<file path="src/aar_pkg.sv">
// Shared types, constants and helper functions for the steering-arc rollout block.
// No dependencies; imported by aar_cordic, aar_divider, ackermann_arc_rollout_top and the testbench.
package aar_pkg;

    typedef logic signed [33:0] ang_q30_t;
    typedef logic signed [31:0] trig_t;
    typedef logic signed [58:0] mul_prod_t;

    typedef enum logic [2:0] {
        CFG_CAND_COUNT = 3'd0,
        CFG_HORIZON    = 3'd1,
        CFG_SPEED      = 3'd2,
        CFG_TIME_STEP  = 3'd3,
        CFG_WHEELBASE  = 3'd4
    } cfg_index_t;

    localparam int DIV_NW = 64;
    localparam int DIV_DW = 40;

    localparam logic [13:0] STEER_LIMIT = 14'd5734;
    localparam logic [14:0] STEER_SPAN2 = 15'd22936;
    localparam logic [16:0] TWO_PI_Q14  = 17'd102944;
    localparam logic [16:0] PI_Q14      = 17'd51472;
    // floor(2^37 / TWO_PI_Q14), for the heading-rate wrap
    localparam logic [20:0] MOD_RECIP   = 21'd1335084;

    localparam ang_q30_t PI_Q30      = 34'sd3373259426;
    localparam ang_q30_t HALF_PI_Q30 = 34'sd1686629713;
    localparam ang_q30_t GAIN_Q30    = 34'sd652032875;

    // arctan(2^-i) in Q.30
    function automatic ang_q30_t atan_q30(input logic [4:0] i);
        ang_q30_t r;
        case (i)
            5'd0:    r = 34'sd843314857;
            5'd1:    r = 34'sd497837829;
            5'd2:    r = 34'sd263043837;
            5'd3:    r = 34'sd133525159;
            5'd4:    r = 34'sd67021687;
            5'd5:    r = 34'sd33543516;
            5'd6:    r = 34'sd16775851;
            5'd7:    r = 34'sd8388437;
            5'd8:    r = 34'sd4194283;
            5'd9:    r = 34'sd2097149;
            5'd10:   r = 34'sd1048576;
            5'd11:   r = 34'sd524288;
            5'd12:   r = 34'sd262144;
            5'd13:   r = 34'sd131072;
            5'd14:   r = 34'sd65536;
            5'd15:   r = 34'sd32768;
            5'd16:   r = 34'sd16384;
            5'd17:   r = 34'sd8192;
            5'd18:   r = 34'sd4096;
            5'd19:   r = 34'sd2048;
            5'd20:   r = 34'sd1024;
            5'd21:   r = 34'sd512;
            5'd22:   r = 34'sd256;
            5'd23:   r = 34'sd128;
            default: r = 34'sd0;
        endcase
        return r;
    endfunction

    // product / 2^30, rounded half away from zero, wrapped to 32 bits
    function automatic logic signed [31:0] round_q30(input mul_prod_t p);
        logic [58:0] mag;
        logic [58:0] q;
        logic [31:0] r;
        mag = p[58] ? 59'(-p) : 59'(p);
        q   = (mag + 59'(1 << 29)) >> 30;
        r   = q[31:0];
        return p[58] ? $signed(-r) : $signed(r);
    endfunction

endpackage

</file>
<file path="src/aar_divider.sv">
// Restoring unsigned divider, one quotient bit a cycle; quotient only.
// Depends on aar_pkg.
module aar_divider (
    input  logic                       clk,
    input  logic                       rst_n,
    input  logic                       start,
    input  logic [aar_pkg::DIV_NW-1:0] num,
    input  logic [aar_pkg::DIV_DW-1:0] den,
    output logic                       done,
    output logic [aar_pkg::DIV_NW-1:0] quot
);
    import aar_pkg::*;

    localparam int CW = $clog2(DIV_NW);

    logic [DIV_NW-1:0] n_reg;
    logic [DIV_DW-1:0] rem_reg, den_reg;
    logic [CW-1:0]     cnt_reg;
    logic              busy_reg, done_reg;
    logic [DIV_DW:0]   trial;
    logic              qbit;
    logic [DIV_DW-1:0] rem_next;

    always_comb
    begin
        trial    = {rem_reg, n_reg[DIV_NW-1]};
        qbit     = (trial >= {1'b0, den_reg});
        rem_next = qbit ? DIV_DW'(trial - {1'b0, den_reg}) : trial[DIV_DW-1:0];
    end

    always_ff @(posedge clk or negedge rst_n)
    begin
        if (!rst_n)
        begin
            busy_reg <= 1'b0;
            done_reg <= 1'b0;
            cnt_reg  <= '0;
        end
        else
        begin
            done_reg <= 1'b0;
            if (start)
            begin
                busy_reg <= 1'b1;
                cnt_reg  <= '0;
            end
            else if (busy_reg)
            begin
                cnt_reg <= cnt_reg + 1'b1;
                if (cnt_reg == CW'(DIV_NW - 1))
                begin
                    busy_reg <= 1'b0;
                    done_reg <= 1'b1;
                end
            end
        end
    end

    always_ff @(posedge clk)
    begin
        if (start)
        begin
            n_reg   <= num;
            den_reg <= den;
            rem_reg <= '0;
        end
        else if (busy_reg)
        begin
            n_reg   <= {n_reg[DIV_NW-2:0], qbit};
            rem_reg <= rem_next;
        end
    end

    assign done = done_reg;
    assign quot = n_reg;

endmodule

</file>
<file path="config.mk">
export PLATFORM = sky130hd
export DESIGN_NAME = aar_divider
export DESIGN_NICKNAME = d
export VERILOG_FILES = /design/src/aar_pkg.sv /design/src/aar_divider.sv
export SDC_FILE = /design/constraint.sdc
export NUM_CORES = 1
export LEC_CHECK = 0
export BUFFER_PORTS_ARGS = -buffer_cell sky130_fd_sc_hd__buf_4
export CAP_MARGIN = 5
export CORE_MARGIN = 2
export CORE_UTILIZATION = 35
export CTS_CLUSTER_SIZE = 12
export DETAILED_ROUTE_END_ITERATION = 16
export GPL_ROUTABILITY_DRIVEN = 0
export GPL_TIMING_DRIVEN = 0
export PLACE_DENSITY = 0.65
export RECOVER_POWER = 25
export SKIP_CTS_REPAIR_TIMING = 1
export SYNTH_ARGS = -nofsm -noshare
export SYNTH_HDL_FRONTEND = slang
export SYNTH_SLANG_ARGS = --single-unit
</file>
<file path="constraint.sdc">
create_clock -name clk -period 4.35 [get_ports clk]
set_input_delay 0.87 -clock clk [delete_from_list [all_inputs] [get_ports clk]]
set_output_delay 0.87 -clock clk [all_outputs]
set_load 0.01 [all_outputs]
</file>
Word level (Yosys, flattened, before mapping)
Cells that the tools add are included.
{ "word_totals": {"reg_bits": 152, "in_bits": 107, "output_inout_bits": 65, "elab_cells": 22} }
{ "classes": {"add_sub_neg": 2, "order_cmp": 1, "n_eq_ne": 1, "mux": 11, "n_reduce_logical": 1} }
{ "op_table": {"columns": ["operator", "n"], "rows": [
  ["64-bit two-way mux", 2],
  ["41-bit by 40-bit >= comparator with 1-bit output", 1],
  ["40-bit two-way mux", 1],
  ["40-bit subtractor", 1],
  ["6-bit two-way mux", 2],
  ["6-bit by 1-bit adder with 6-bit output, second input constant", 1],
  ["6-bit equality test, second input constant", 1],
  ["1-bit two-way mux", 6],
  ["2-bit nonzero test", 1]
]} }

Depth between registers and ports, before layout
{ "logic_depth": {"depth_word": 4, "depth_mapped": 14, "ltp_nobuf": 12} }

Least setup slack after synthesis
No wires, ideal clock.
{ "synth_timing": {"kind": "reg2reg", "start": "register den_reg[26]", "end": "register rem_reg[0]", "setup_ns": 0.086, "arrival_ns": 2.955, "required_time_ns": 4.264, "setup_slack_ns": 1.310, "stages_incl_launch_ff": 14, "path_buffers": 2, "period_less_slack_ns": 3.040, "path_cell_list": "edfxtp_1 > inv_1 > ha_1 > clkbuf_2 > nand3_2 > or4_4 > nor4b_2 > o21a_2 > o31ai_2 > o21a_2 > nor2_2 > buf_4 > mux2_2 > a211oi_1"} }
{ "synth_via": {"elab_chain_cells": 2} }
{ "synth_rtl": {"columns": ["item", "line_no", "source"], "rows": [
  ["start: declaration", "aar_divider.sv:17", "logic [DIV_DW-1:0] rem_reg, den_reg;"],
  ["start signal: assignment", "aar_divider.sv:64", "den_reg <= den;"],
  ["41-bit by 40-bit >= comparator with 1-bit output", "aar_divider.sv:27", "qbit = (trial >= {1'b0, den_reg});"],
  ["40-bit two-way mux", "aar_divider.sv:28", "rem_next = qbit ? DIV_DW'(trial - {1'b0, den_reg}) : trial[DIV_DW-1:0];"],
  ["end signal: assignment", "aar_divider.sv:70", "rem_reg <= rem_next;"],
  ["end: declaration", "aar_divider.sv:17", null]
]} }
Every way passes these cells.
A chain may end at the register's enable or synchronous reset.

Final worst setup path
{ "layout_timing": {"start": "register den_reg[1]", "end": "register rem_reg[39]"} }
{ "layout_via": {"elab_chain_cells": 2, "word_cells_on_any_way": 3, "cone_classes": "add/sub (1); order compare (1); mux (1)"} }
{ "layout_rtl": {"columns": ["item", "line_no"], "rows": [
  ["40-bit subtractor or 41-bit by 40-bit >= comparator with 1-bit output (tied branches)", "aar_divider.sv:28, aar_divider.sv:27"],
  ["40-bit two-way mux *", "aar_divider.sv:28"]
]} }
Mark *: on every way between the ends. The rest lies on a longest branch, timed or not.

==> results.md <==
* Run status: finished clean
* Row cnt at 56
* Clk buf depth at 2
* Initial drt markers at 388
* Final wirelength at 23,000 um
* Synthesized area at 8480 um^2
* Ys Warns at 0
* Clk slew on worst S/H paths at 0.07 ns
* Tot Pwr at 3790 uW
* Max-slew headroom at 37.5%
* DP HPWL at 16,900 um
* Sequential cell area fraction in the yosys report at 48.6%
* CTS tree: done
* Slew @ Worst Pin at 0.937 ns
* Int Power at 2750 uW
* Pwr Density at 351 nW/um^2
* Clk pwr share at 41.7%
* Largest net degree at the start of global routing at 66
* RSZ-0062 raised after global routing: no
* Synth top area share at 36.8%
* Clk_skew at 0.0107 ns
* Root Buffer: clkbuf_16
* Initial Utilization at 35.9%
* CP arrival at 3.90 ns
* Total grt overflow at 0
* Number of global-route vias before repair at 6,832
* Drt drc at 0
* Main synth FF type: edfxtp_1
* Max reg flops at 64
* Hold crit path type: in -> async
* P_sw at 1030 uW
* F_max at 282 MHz
* Total nets after synthesis at 921
* Core Area at 23,600 um^2
* Period minus WS final at 3.54 ns
* P&R area growth vs syn at 27.3%
* Leakage power at 0.00458 uW
* Seq pwr share at 45.0%
* Setup violators final at 0
* Multi-input logic area at 3950 um^2
* Flop and latch count out of synthesis at 152
* Synth cell count leaders: 104 x edfxtp_1, 66 x mux2_2, 61 x nor2_1
* Via count at 6,712
* Die W at 160 um
* # diodes at 0
* Worst vdd ir at 0.247 mV
* Worst-path fanout max at 5
* Share of cells above drive strength 1 at 30.7%
* Syn_area_per_cell at 11.0 um^2
* Power share of the combinational group at 13.4%
* Final Slew Violations at 0
* Final worst-path cycle share at 81.4%
* Crit Path Class: reg -> reg
* IO Count at 172
* Most common cell in the netlist: edfxtp_1
* CTS buffer count at 17
* Ys async rst share at 5.26%
* Final worst setup slack at 0.809 ns
* H-tree levels at 4
* Final Hold Fails at 0
* DIE AREA at 25,500 um^2
* Clock sink count at 152
* Fill cells at 2,265
* Synth top area cells: edfxtp_1 37%, dfxtp_1 9.4%, mux2_2 8.8%
* Die H at 160 um
* Syn Inst Count at 772
* Nets at 1,111
* WL per Instance at 17.8 um
* Max cap viols at 0
* Count of different cell masters after synthesis at 74
* Register Area at 4120 um^2
* Skew-Pair Late Insertion Delay at 0.43 ns
* Sw Share at 27.3%
* Nature of the critical path endpoint: flop
* Final core occ at 45.7%
* Final ANT Viol Nets at 0
* Global-route wire length before repair at 36,200 um
* Post-synth EDFFs at 104
* GRT Resource Usage Total at 18.1%
* Worst Setup Start Kind: flop
* Routed vias/inst at 5.19
* IO Port Bufs at 171
* Dpl ws at 0.869 ns
* Worst hold slack at 0.342 ns
* DRT Pass-1 Iters at 5
* Post-synth top area cell: edfxtp_1
* Initial antenna violation count at 0
* CP Data Required Time at 4.71 ns
==> cells by family (layout without fill, tap and decap cells) <==
logic type               after synthesis  count (layout)  share of synthesized area, %
AO/OA/AOI/OAI                        195             195                          15.4
AND/OR/NAND/NOR                      168             168                          9.35
flip-flops                           152             152                          48.6
multiplexers                          90              90                          11.6
buffers and inverters                 88             291                          4.91
adder cells (fa/ha/maj)               42              42                          6.28
XOR/XNOR                              37              37                          3.82
==> worst paths after layout <==
kind	to	slack (ns)	cells after the start	start
max	rem_reg[39]	0.81	11	den_reg[1]
min	cnt_reg[3]	0.34	1	rst_n
max reg2reg	rem_reg[39]	0.81	11	den_reg[1]
min reg2reg	rem_reg[7]	0.51	2	rem_reg[7]
max in group asynchronous	cnt_reg[4]	3.70	1	rst_n
min in group clk	rem_reg[7]	0.51	2	rem_reg[7]
==> cell usage in the layout, fill, tap and decap left out, types with 5 or more instances in the layout <==
cell type,count
nor2b_1,5
a31oi_1,9
nand4_1,11
nor2_1,61
mux2i_1,24
nand2_1,48
inv_1,52
nand3_1,9
edfxtp_1,104
ha_1,41
a21oi_1,44
clkbuf_1,19
o21ai_0,39
mux2_2,66
xor2_1,21
o21a_1,6
clkbuf_16,17
o21bai_1,5
a311oi_1,7
clkbuf_4,40
dfrtp_1,8
xnor2_1,16
dfxtp_1,40
a211oi_1,26
nor3_1,10
a21o_1,14
buf_4,134
==> power by group through the flow <==
stage	clock [uW]	combinational (uW)	sequential, uW
3_5_place_dp	0	511	1730
4_1_cts	1610	513	1710
3_3_place_gp	0	503	1730
5_1_grt	1670	552	1720
6_report	1580	506	1700
2_1_floorplan	0	234	1750
==> stage by stage <==
| step | area, um^2 | instances | TNS (ns) |
|---|---|---|---|
| after global placement | 10200 | 1262 | -24.32 |
| after global routing | 10800 | 1294 | 0 |
| after CTS | 10800 | 1294 | 0 |
| after floorplan | 8480 | 772 | 0 |
| final | 10800 | 1294 | 0 |
| after detailed placement | 10200 | 1262 | 0 |
==> worst max-delay path, cell delays in order, from the launching register on <==
cell and delay, ns:
edfxtp_1 0.40, inv_1 0.06, ha_1 0.28, nor2b_1 0.18
o2111ai_1 0.18, a32oi_1 0.46, a211oi_1 0.19, o41a_1 0.44
o21ai_0 0.67, a21boi_0 0.26, xor2_1 0.20, o21ai_0 0.14
==> layer usage <==
metal | up-vias | part of all wire (%) | track usage, %
li1 | 3262 | - | -
met1 | 3189 | 43 | 22.6
met4 | 0 | 1.1 | 4.17
met3 | 24 | 8.9 | 6.91
met2 | 237 | 47 | 29.8
met5 | - | 0 | 0
==> cell type report <==
cell class | instances | area share, %
Tap cell | 319 | 3.70
Clock buffer | 17 | 3.94
Multi-Input combinational cell | 532 | 36.6
Buffer | 35 | 2.02
Timing Repair Buffer | 171 | 11.9
Sequential cell | 152 | 38.2
Inverter | 53 | 1.84
Clock inverter | 15 | 1.85
Power figures use the tool's default switching activity.
