### src/aar_pkg.sv
// Shared types, constants and helper functions for the steering-arc rollout block.
// No dependencies; imported by aar_cordic, aar_divider, ackermann_arc_rollout_top and the testbench.
package aar_pkg;

    typedef logic signed [33:0] ang_q30_t;
    typedef logic signed [31:0] trig_t;
    typedef logic signed [58:0] mul_prod_t;

    typedef enum logic [2:0] {
        CFG_CAND_COUNT = 3'd0,
        CFG_HORIZON    = 3'd1,
        CFG_SPEED      = 3'd2,
        CFG_TIME_STEP  = 3'd3,
        CFG_WHEELBASE  = 3'd4
    } cfg_index_t;

    localparam int DIV_NW = 64;
    localparam int DIV_DW = 40;

    localparam logic [13:0] STEER_LIMIT = 14'd5734;
    localparam logic [14:0] STEER_SPAN2 = 15'd22936;
    localparam logic [16:0] TWO_PI_Q14  = 17'd102944;
    localparam logic [16:0] PI_Q14      = 17'd51472;
    // floor(2^37 / TWO_PI_Q14), for the heading-rate wrap
    localparam logic [20:0] MOD_RECIP   = 21'd1335084;

    localparam ang_q30_t PI_Q30      = 34'sd3373259426;
    localparam ang_q30_t HALF_PI_Q30 = 34'sd1686629713;
    localparam ang_q30_t GAIN_Q30    = 34'sd652032875;

    // arctan(2^-i) in Q.30
    function automatic ang_q30_t atan_q30(input logic [4:0] i);
        ang_q30_t r;
        case (i)
            5'd0:    r = 34'sd843314857;
            5'd1:    r = 34'sd497837829;
            5'd2:    r = 34'sd263043837;
            5'd3:    r = 34'sd133525159;
            5'd4:    r = 34'sd67021687;
            5'd5:    r = 34'sd33543516;
            5'd6:    r = 34'sd16775851;
            5'd7:    r = 34'sd8388437;
            5'd8:    r = 34'sd4194283;
            5'd9:    r = 34'sd2097149;
            5'd10:   r = 34'sd1048576;
            5'd11:   r = 34'sd524288;
            5'd12:   r = 34'sd262144;
            5'd13:   r = 34'sd131072;
            5'd14:   r = 34'sd65536;
            5'd15:   r = 34'sd32768;
            5'd16:   r = 34'sd16384;
            5'd17:   r = 34'sd8192;
            5'd18:   r = 34'sd4096;
            5'd19:   r = 34'sd2048;
            5'd20:   r = 34'sd1024;
            5'd21:   r = 34'sd512;
            5'd22:   r = 34'sd256;
            5'd23:   r = 34'sd128;
            default: r = 34'sd0;
        endcase
        return r;
    endfunction

    // product / 2^30, rounded half away from zero, wrapped to 32 bits
    function automatic logic signed [31:0] round_q30(input mul_prod_t p);
        logic [58:0] mag;
        logic [58:0] q;
        logic [31:0] r;
        mag = p[58] ? 59'(-p) : 59'(p);
        q   = (mag + 59'(1 << 29)) >> 30;
        r   = q[31:0];
        return p[58] ? $signed(-r) : $signed(r);
    endfunction

endpackage

### src/aar_cordic.sv
// Iterative rotation-mode CORDIC giving cos and sin in Q.30, one micro-rotation a cycle.
// Depends on aar_pkg.
module aar_cordic #(
    parameter int ITERS = 16
) (
    input  logic              clk,
    input  logic              rst_n,
    input  logic              start,
    input  aar_pkg::ang_q30_t angle,
    output logic              done,
    output aar_pkg::trig_t    cos_out,
    output aar_pkg::trig_t    sin_out
);
    import aar_pkg::*;

    localparam int CW = $clog2(ITERS);

    ang_q30_t        x_reg, y_reg, z_reg;
    ang_q30_t        x_next, y_next, z_next;
    logic            neg_reg;
    logic            busy_reg;
    logic            done_reg;
    logic [CW-1:0]   cnt_reg;
    ang_q30_t        fold;
    logic            fold_neg;

    always_comb
    begin
        fold_neg = 1'b0;
        fold     = angle;
        if (angle > HALF_PI_Q30)
        begin
            fold     = angle - PI_Q30;
            fold_neg = 1'b1;
        end
        else if (angle < -HALF_PI_Q30)
        begin
            fold     = angle + PI_Q30;
            fold_neg = 1'b1;
        end
    end

    always_comb
    begin
        if (!z_reg[33])
        begin
            x_next = x_reg - (y_reg >>> cnt_reg);
            y_next = y_reg + (x_reg >>> cnt_reg);
            z_next = z_reg - atan_q30(5'(cnt_reg));
        end
        else
        begin
            x_next = x_reg + (y_reg >>> cnt_reg);
            y_next = y_reg - (x_reg >>> cnt_reg);
            z_next = z_reg + atan_q30(5'(cnt_reg));
        end
    end

    always_ff @(posedge clk or negedge rst_n)
    begin
        if (!rst_n)
        begin
            busy_reg <= 1'b0;
            done_reg <= 1'b0;
            cnt_reg  <= '0;
        end
        else
        begin
            done_reg <= 1'b0;
            if (start)
            begin
                busy_reg <= 1'b1;
                cnt_reg  <= '0;
            end
            else if (busy_reg)
            begin
                if (cnt_reg == CW'(ITERS - 1))
                begin
                    busy_reg <= 1'b0;
                    done_reg <= 1'b1;
                end
                else
                begin
                    cnt_reg <= cnt_reg + 1'b1;
                end
            end
        end
    end

    always_ff @(posedge clk)
    begin
        if (start)
        begin
            x_reg   <= GAIN_Q30;
            y_reg   <= '0;
            z_reg   <= fold;
            neg_reg <= fold_neg;
        end
        else if (busy_reg)
        begin
            x_reg <= x_next;
            y_reg <= y_next;
            z_reg <= z_next;
        end
    end

    assign done    = done_reg;
    assign cos_out = neg_reg ? 32'(-x_reg) : 32'(x_reg);
    assign sin_out = neg_reg ? 32'(-y_reg) : 32'(y_reg);

endmodule

### config.mk
export PLATFORM = sky130hd
export DESIGN_NAME = aar_cordic
export DESIGN_NICKNAME = d
export VERILOG_FILES = /design/src/aar_pkg.sv /design/src/aar_cordic.sv
export SDC_FILE = /design/constraint.sdc
export NUM_CORES = 1
export LEC_CHECK = 0
export BUFFER_PORTS_ARGS = -buffer_cell sky130_fd_sc_hd__buf_2
export CAP_MARGIN = 20
export CELL_PAD_IN_SITES_DETAIL_PLACEMENT = 0
export CELL_PAD_IN_SITES_GLOBAL_PLACEMENT = 1
export CORE_MARGIN = 5
export CORE_UTILIZATION = 25
export DETAILED_ROUTE_END_ITERATION = 10
export PLACE_DENSITY_LB_ADDON = 0.3
export SYNTH_ARGS = -nofsm -noshare
export SYNTH_HDL_FRONTEND = slang
export SYNTH_SLANG_ARGS = --single-unit
export TNS_END_PERCENT = 100
### constraint.sdc
create_clock -name clk -period 7.54 [get_ports clk]
set_clock_uncertainty 0.2 [all_clocks]
set_input_delay 1.508 -clock clk [delete_from_list [all_inputs] [get_ports clk]]
set_output_delay 1.508 -clock clk [all_outputs]
set_load 0.01 [all_outputs]
# ---- Word-level counts from Yosys, hierarchy flattened
# Memories as Yosys holds them, arrays and structs flattened.
# Index checks and enable logic that the tools add are counted.
dict set report op_classes {
  add_sub_neg 11
  magnitude_cmp 2
  eq_ne 2
  n_shift 2
  mux 21
  n_reduce_logical 2
}
# cell n
set op_table {}
lappend op_table {{two-way mux 34 bit} 9}
lappend op_table {{adder 34 bit} 3}
lappend op_table {{subtractor 34 bit} 3}
lappend op_table {{>>> shifter 34 x 4 -> 34 bit} 2}
lappend op_table {{two-way mux 32 bit} 2}
lappend op_table {{negator 32 bit} 2}
lappend op_table {{adder 34 x 33 -> 34 bit (second input constant)} 1}
lappend op_table {{greater-than comparator 34 x 32 -> 1 bit (second input constant)} 1}
lappend op_table {{< comparator 34 x 32 -> 1 bit (second input constant)} 1}
lappend op_table {{subtractor 34 x 33 -> 34 bit (second input constant)} 1}
lappend op_table {{two-way mux 4 bit} 3}
lappend op_table {{two-way mux 1 bit} 7}
lappend op_table {{adder 4 x 1 -> 4 bit (second input constant)} 1}
lappend op_table {{equality test 4 bit (second input constant)} 1}
lappend op_table {{!= test 2 bit (second input constant)} 1}
lappend op_table {{AND reduction 2 bit} 1}
lappend op_table {{nonzero test 2 bit} 1}
dict set report word_totals {
  reg_bits 109
  mem_bits_ro 960
  out_inout_bits 65
  mem_count 2
}
# name words word_bits read_ports rd_clocked_by_memory_dff wr line
set mem_list {}
lappend mem_list {{(no name shown)} 16 30 1 0 0 aar_pkg.sv:34} ;# case (i)
lappend mem_list {{(no name shown)} 16 30 1 0 0 aar_pkg.sv:34}

# ---- Longest topological paths before layout
# Gate-level depths: netlist of the first run.
# An unclocked memory read counts as a cell.
dict set report logic_depth {
  word_depth 6
  ltp_mapped 29
}

# ---- Least setup slack after synthesis of the first run
# Ideal clock, no wire load.
dict set report synth_timing {
  path_type {reg2reg}
  start {reg cnt_reg[0]}
  end {reg z_reg[32] (data pin)}
  setup_ns 0.264
  t_arrival_ns 6.333
  t_required_ns 7.076
  path_slack_ns 0.743
  path_stages_with_launch 28
  n_path_buf 5
  synth_period_minus_slack_ns 6.797
  path_cell_list {dfrtp_1 buf_2 clkinv_1 buf_1 clkbuf_1 buf_1 buf_1 ha_1 nor2_1 a21oi_1 o22ai_1 inv_1 and2_1 and4_1 nor3b_1 nor2_1 xnor2_1 ha_1 and3_1 a2111oi_0 o21ai_0 a211oi_1 o31ai_1 a221o_1 a21o_1 a21o_1 o41ai_1 nor3_1}
}
dict set report synth_via {
  elab_chain_len 6
  word_cells_on_any_way 9
  cone_classes {2 x add/sub; 5 x mux; 2 x memory}
}
# item line
set synth_lines {}
lappend synth_lines {{start, declared} aar_cordic.sv:23} ;# logic [CW-1:0] cnt_reg;
lappend synth_lines {{start signal, assigned} aar_cordic.sv:84} ;# cnt_reg <= cnt_reg + 1'b1;
lappend synth_lines {{memory read (16 x 30 bit)} -}
lappend synth_lines {{two-way mux 34 bit} aar_cordic.sv:45} ;# if (!z_reg[33])
lappend synth_lines {{subtractor 34 bit / adder 34 bit (equally long branches)} {aar_cordic.sv:49, aar_cordic.sv:55}}
lappend synth_lines {{two-way mux 34 bit *} aar_cordic.sv:45}
lappend synth_lines {{two-way mux 34 bit *} aar_cordic.sv:99} ;# else if (busy_reg)
lappend synth_lines {{two-way mux 34 bit *} aar_cordic.sv:92} ;# if (start)
lappend synth_lines {{end signal, assigned} aar_cordic.sv:96} ;# z_reg <= fold;
lappend synth_lines {{end signal, assigned} aar_cordic.sv:103} ;# z_reg <= z_next;
lappend synth_lines {{end, declared} aar_cordic.sv:18} ;# ang_q30_t x_reg, y_reg, z_reg;
# Mark *: on every way between the ends. The rest lies on a longest branch, timed or not. The select of a mux whose other input is x is not followed.
# A chain may end at the register's enable or synchronous reset.

# ---- Worst setup path in the final report of the first run
dict set report layout_timing {
  start {reg cnt_reg[3]}
  end {reg x_reg[33]}
}
dict set report layout_via {
  elab_chain_len 3
  word_cells_on_any_way 4
  cone_classes {2 x add/sub; 1 x shift; 1 x mux}
}
# item line
set layout_lines {}
lappend layout_lines {{>>> shifter 34 x 4 -> 34 bit *} {aar_cordic.sv:47, aar_cordic.sv:53}}
lappend layout_lines {{subtractor 34 bit / adder 34 bit (equally long branches)} {aar_cordic.sv:47, aar_cordic.sv:53}}
lappend layout_lines {{two-way mux 34 bit *} aar_cordic.sv:45}
lappend layout_lines {{end signal, assigned} aar_cordic.sv:101} ;# x_reg <= x_next;
lappend layout_lines {{end, declared} aar_cordic.sv:18}
# Mark *: on every way between the ends. The rest lies on a longest branch, timed or not.

==> out/metrics.csv, run 1 <==
metric,value,unit
Pre-antenna DRT Iters,7,
Seq cells post-synth,109,
outcome,finished clean,
"Hold-fix buffers, CTS",0,
Worst Path Required,7.60,ns
Filler cells,7778,
# DRC,0,
ant diodes,0,
Max Cap Viol,0,
"antenna viol nets, final",0,
HP Class,reg -> reg,
Final TNS setup,0,ns
number of enable flip-flop cells after synthesis,35,
Vias,17400,
CP startpoint,cnt_reg[3]$_DFFE_PN0P_,
largest net degree at the start of global routing,79,
worst slew pin tran,0.910,ns
P_leak,7.82,nW
fin crit share,87.0,%
Setup crit end kind,flip-flop,
hold slack,0.359,ns
synth unique cells,92,
min cycle time layout,6.56,ns
routed wire length,65.3,mm
Fin. Hold Viols,0,
GPL Wtd Cong,0.877,
Synth Cell Area,17900,µm²
syn nets,2478,
Crit path largest cell delay,0.76,ns
vias in the first global route,17000,
die area,76900,µm²
nets,2448,
Slew Limit Fails,0,
Pwr Density,545,nW/µm²
cell at the slowest stage of the critical path,nor2b_1,
Max H-tree Level,3,
worst hold start,y_reg[0]$_SDFFE_PP0P_,
startpoint type of the worst setup path,flip-flop,
Root Buffer Master,clkbuf_16,
area grow syn2layout,8.82,%
row count,98,
fmax,0.152,GHz
endpoints failing setup,0,
unrepaired setup endpoints after global routing,no,
post-synthesis async set-or-reset flop share,5.50,%
GRT Overall Usage,16.2,%
CP arrival,6.62,ns
initial antenna violation count,0,
"Power, Total",0.0106,W
total setup buffers inserted after CTS,0,
CTS tree,done,
synth warn,0,
Sink Count,109,
# IOs,102,
commonest register cell after synthesis,dfxtp_1,
DRT iter0 DRCs,1191,
"Critical Path, Cell by Cell",buf_4 -> nor2b_1 -> a22oi_1 -> a21boi_0 -> ha_1 -> and3_1 -> and3_1 -> and2_1 -> a21oi_1 -> xnor2_1 -> ha_1 -> a2111oi_0 -> o21ai_0 -> o21a_1 -> a41o_1 -> a21o_1 -> a41oi_1 -> a311oi_1 -> o21a_1 -> mux2_1 -> xnor2_1 -> nor2_1,
RR Startpoint,cnt_reg[3]$_DFFE_PN0P_,
cts bufs inserted,9,
CTS Buffer Depth,2,
global-route wire length before repair,100,mm
Overflow after GRT,0,
Starting Density,25.1,%
Max VDD drop,0.201,mV
Avg WL per Cell,20.1,µm
post-synthesis cell count,2319,
Skew-Pair Late Insertion Delay,0.40,ns
post-cts sizing count,0,
Final Util,27.3,%
Final HPWL DP,50.9,mm
CP Max Fanout,30,
relative slew slack,39.3,%
"Avg Cell Area, Syn",7.70,µm²
layout cells sized above 1,12.4,%
via-per-instance ratio,5.36,
die width,277,µm
clock-pin transition on the worst setup and hold timing paths,0.08,ns
"Seq/Total Area, Yosys",14.3,%
critical path class,reg -> reg,
# port buffers,101,
core footprint,71200,µm²
Chip Height,277,µm
[path summary, 6_finish.rpt]
check / end / slack (ns) / depth (start not counted)
max reg2reg: x_reg[33]$_SDFFE_PP0P_ / 0.98 / 22
max in group asynchronous: cnt_reg[3]$_DFFE_PN0P_ / 6.20 / 1
min in group asynchronous: done$_DFF_PN0_ / 0.74 / 1
min: y_reg[0]$_SDFFE_PP0P_ / 0.36 / 2
min reg2reg: y_reg[0]$_SDFFE_PP0P_ / 0.36 / 2
max: x_reg[33]$_SDFFE_PP0P_ / 0.98 / 22
[cell type report]
| type | count | area (µm²) | area share, % |
|---|---|---|---|
| clock buffer | 9 | 225 | 1.16 |
| clock inverter | 7 | 90.1 | 0.463 |
| inverter | 48 | 180 | 0.927 |
| multi-input combinational | 1975 | 14300 | 73.7 |
| sequential | 109 | 2580 | 13.3 |
| tap | 950 | 1190 | 6.11 |
| timing repair buffer | 146 | 846 | 4.35 |
[routing by layer]
| layer | part of all wire, % | routed length [µm] | global-route usage, % | vias to the layer above |
|---|---|---|---|---|
| met3 | 3.9 | 2560 | 2.22 | 75 |
| met4 | 2.5 | 1630 | 4.06 | 0 |
| met5 | 0 | 0 | 0 | - |
| li1 | - | - | - | 8494 |
| met1 | 43 | 28000 | 19.8 | 8402 |
| met2 | 51 | 33100 | 29.9 | 405 |
[cells in the final DEF (no fill, tap or decap), types with 40 or more instances in the layout]
cell type / synthesis / final
buf_2: 24 / 100
inv_1: 44 / 44
a31oi_1: 45 / 45
a21oi_1: 200 / 200
mux2i_1: 82 / 82
mux4_2: 53 / 53
ha_1: 119 / 119
nor3_1: 45 / 45
nand2_1: 218 / 218
nor2_1: 211 / 211
buf_4: 5 / 46
o21ai_0: 129 / 129
xor2_1: 90 / 90
nand3_1: 40 / 40
dfxtp_1: 68 / 68
xnor2_1: 173 / 173
a21o_1: 69 / 69
[worst max-delay path, delay by kind of cell, from the launching register on]
| kind | cells | cell delay, ns |
|---|---|---|
| DFF | 1 | 0.67 |
| adders and majority gates | 2 | 0.61 |
| buffers and inverters | 1 | 0.42 |
| muxes | 1 | 0.31 |
| xor gates and xnor gates | 2 | 0.28 |
| AOI/OAI and AO/OA | 11 | 2.51 |
| and+or+nand+nor | 5 | 1.40 |
[report_power, final]
group          total, W  internal [W]  switching [W]
Sequential      0.00152      0.000947       0.000573
Combinational   0.00852       0.00384        0.00467
Clock          0.000553      0.000289       0.000264
Total            0.0106       0.00508        0.00551
[cell families after synthesis]
kind of cell	count (synthesis)	synth area share, %
simple gates	712	18.9
flops	109	14.3
xor+xnor	263	12.9
compound gates	702	25.4
fa+ha+maj	122	8.67
buf+inv	235	5.43
mux	176	14.4
[cell usage after synthesis, drive strengths merged, types with 40 or more instances]
master	count	area, µm²
nor3	45	225
nand3	40	200
xnor2	173	1520
mux4	59	1350
dfxtp	68	1360
nor2	211	792
ha	119	1490
clkbuf	128	482
mux2i	82	821
a31oi	45	282
a21oi	200	1000
o21ai	131	656
buf	59	309
inv	46	173
nand2	218	818
xor2	90	788
a21o	69	518
[metrics by stage]
stage / setup WS [ns] / cell area [µm²] / std cells
final: 0.977 / 19400 / 3244
after CTS: 1.05 / 19400 / 3244
after floorplan: 0.743 / 17900 / 2319
after global placement: 1.15 / 19100 / 3228
after detailed placement: 1.07 / 19100 / 3228
after global routing: 0.440 / 19400 / 3244
Power figures use the tool's default switching activity.
==> run 2, diff against run 1 <==
--- a/config.mk
+++ b/config.mk
@@ -11,8 +11,9 @@
 export CELL_PAD_IN_SITES_GLOBAL_PLACEMENT = 1
 export CORE_MARGIN = 5
 export CORE_UTILIZATION = 25
+export CTS_CLUSTER_DIAMETER = 30
 export DETAILED_ROUTE_END_ITERATION = 10
-export PLACE_DENSITY_LB_ADDON = 0.3
+export PLACE_DENSITY = 0.56
 export SYNTH_ARGS = -nofsm -noshare
 export SYNTH_HDL_FRONTEND = slang
 export SYNTH_SLANG_ARGS = --single-unit
==> constraint.sdc (replaced) <==
create_clock -name clk -period 7.54 [get_ports clk]
set_clock_uncertainty 0.2 [all_clocks]
set_input_delay 1.508 -clock clk [delete_from_list [all_inputs] [get_ports clk]]
set_output_delay 1.508 -clock clk [all_outputs]
set_load 0.1 [all_outputs]
==> run 2 against run 1 <==
  * Global-route usage hardly changed
  * Worst hold slack worse by 0.0077 ns
  * First-iteration DRC count is 0.25% higher
  * Routed wire length is 0.97% lower
  * Fmax is 1.0% lower
  * Non-clock buffer count is 5 lower
  * Utilization is 0.11 points lower
  * Cell area is 0.41% lower
==> out/metrics.csv, run 2 (synthesis results as in run 1) <==
metric,value,unit
core footprint,71200,µm²
Overflow after GRT,0,
worst r2r dst,y_reg[33]$_SDFFE_PP0P_,
fmax,0.151,GHz
clock-pin transition on the worst setup and hold timing paths,0.08,ns
row count,98,
"Hold-fix buffers, CTS",0,
GPL Wtd Cong,0.877,
Hold Path End,y_reg[28]$_SDFFE_PP0P_,
"antenna viol nets, final",0,
routed wire length,64.6,mm
fin crit share,87.9,%
dpl cell area,19100,µm²
Final Util,27.2,%
CP Max Fanout,45,
r2r setup slk,0.91,ns
post-cts sizing count,0,
total setup buffers inserted after CTS,0,
relative slew slack,41.1,%
GRT Overall Usage,16.1,%
Slew Limit Fails,0,
# port buffers,101,
CTS Buffer Depth,2,
CTS tree,done,
worst slew pin tran,0.883,ns
HP Class,reg -> reg,
Root Buffer Master,clkbuf_16,
Chip Height,277,µm
min cycle time layout,6.63,ns
Fin. Hold Viols,0,
Pre-antenna DRT Iters,6,
hold slack,0.351,ns
unrepaired setup endpoints after global routing,no,
largest net degree at the start of global routing,88,
Skew-Pair Late Insertion Delay,0.40,ns
CP arrival,6.74,ns
critical path class,reg -> reg,
initial antenna violation count,0,
startpoint type of the worst setup path,flip-flop,
ant diodes,0,
area grow syn2layout,8.37,%
vias in the first global route,17000,
# DRC,0,
die width,277,µm
Worst Hold Depth,2,
CP startpoint,cnt_reg[3]$_DFFE_PN0P_,
global-route wire length before repair,99.6,mm
Max Cap Viol,0,
Setup crit end kind,flip-flop,
Max H-tree Level,3,
worst hold start,y_reg[28]$_SDFFE_PP0P_,
Filler cells,7781,
Sink Count,109,
Worst Path Required,7.64,ns
Final HPWL DP,50.0,mm
"commonest non-fill, non-tap cell in the layout",nand2_1,
Starting Density,25.1,%
Final TNS setup,0,ns
endpoints failing setup,0,
layout cells sized above 1,12.0,%
"commonest non-fill, non-tap cells in the layout","nand2_1 (218), nor2_1 (211), a21oi_1 (200)",
RR Startpoint,cnt_reg[3]$_DFFE_PN0P_,
die area,76900,µm²
cts bufs inserted,9,
outcome,finished clean,
# IOs,102,
nets,2443,
Vias,17400,
via-per-instance ratio,5.37,
fin area,19400,µm²
DRT iter0 DRCs,1194,
r2r worst-path depth,23,
Avg WL per Cell,20.0,µm
## run 2: final cells by class
| cell class | count | area [µm²] | area share [%] |
|---|---|---|---|
| clock buffer | 11 | 233 | 1.20 |
| sequential | 109 | 2580 | 13.3 |
| clock inverter | 5 | 27.5 | 0.142 |
| multi-input combinational | 1975 | 14300 | 74.0 |
| timing repair buffer | 141 | 821 | 4.24 |
| inverter | 48 | 180 | 0.931 |
| tap | 950 | 1190 | 6.14 |
## run 2: worst max path at each step
stage / end / slack [ns] / depth (start not counted)
6_report: y_reg[33]$_SDFFE_PP0P_ / 0.91 / 23
5_1_grt: y_reg[33]$_SDFFE_PP0P_ / 0.42 / 24
4_1_cts: y_reg[33]$_SDFFE_PP0P_ / 1.00 / 23
3_5_place_dp: y_reg[33]$_SDFFE_PP0P_ / 1.03 / 23
3_3_place_gp: y_reg[32]$_SDFFE_PP0P_ / 1.15 / 22
2_1_floorplan: z_reg[32]$_DFFE_PP_ / 0.74 / 27
## run 2: critical path, stage by stage, from the launching register on
cell and delay (ns):
dfrtp_4 0.78, buf_4 0.56, mux2_2 0.43, a211oi_1 0.55, a21oi_1 0.17, inv_1 0.08
ha_1 0.19, o2111a_1 0.27, and2_1 0.26, and3_1 0.32, a21oi_1 0.11, xor2_1 0.16
ha_1 0.37, a21oi_1 0.27, o221ai_1 0.16, a21o_1 0.19, a21oi_1 0.19, o21a_1 0.14
o21ai_0 0.11, a41oi_1 0.31, a21oi_1 0.12, xor2_1 0.20, a211oi_1 0.11, a31o_1 0.22
## run 2: per-layer routing
| metal | up-vias | track usage [%] | share of wire [%] |
|---|---|---|---|
| met2 | 437 | 29.3 | 50 |
| met5 | - | 0 | 0 |
| met1 | 8373 | 19.8 | 42 |
| met4 | 0 | 5.82 | 3.5 |
| met3 | 87 | 1.73 | 3.7 |
| li1 | 8499 | - | - |
## run 2: through the flow
step | worst slack, ns | instances
after floorplan | 0.743 | 2319
after global routing | 0.424 | 3239
after detailed placement | 1.03 | 3223
after CTS | 1.00 | 3239
after global placement | 1.15 | 3223
final | 0.909 | 3239
Power of run 2 is not shown: default switching activity piles up to over one toggle a cycle in this logic, so the estimate is an artifact.
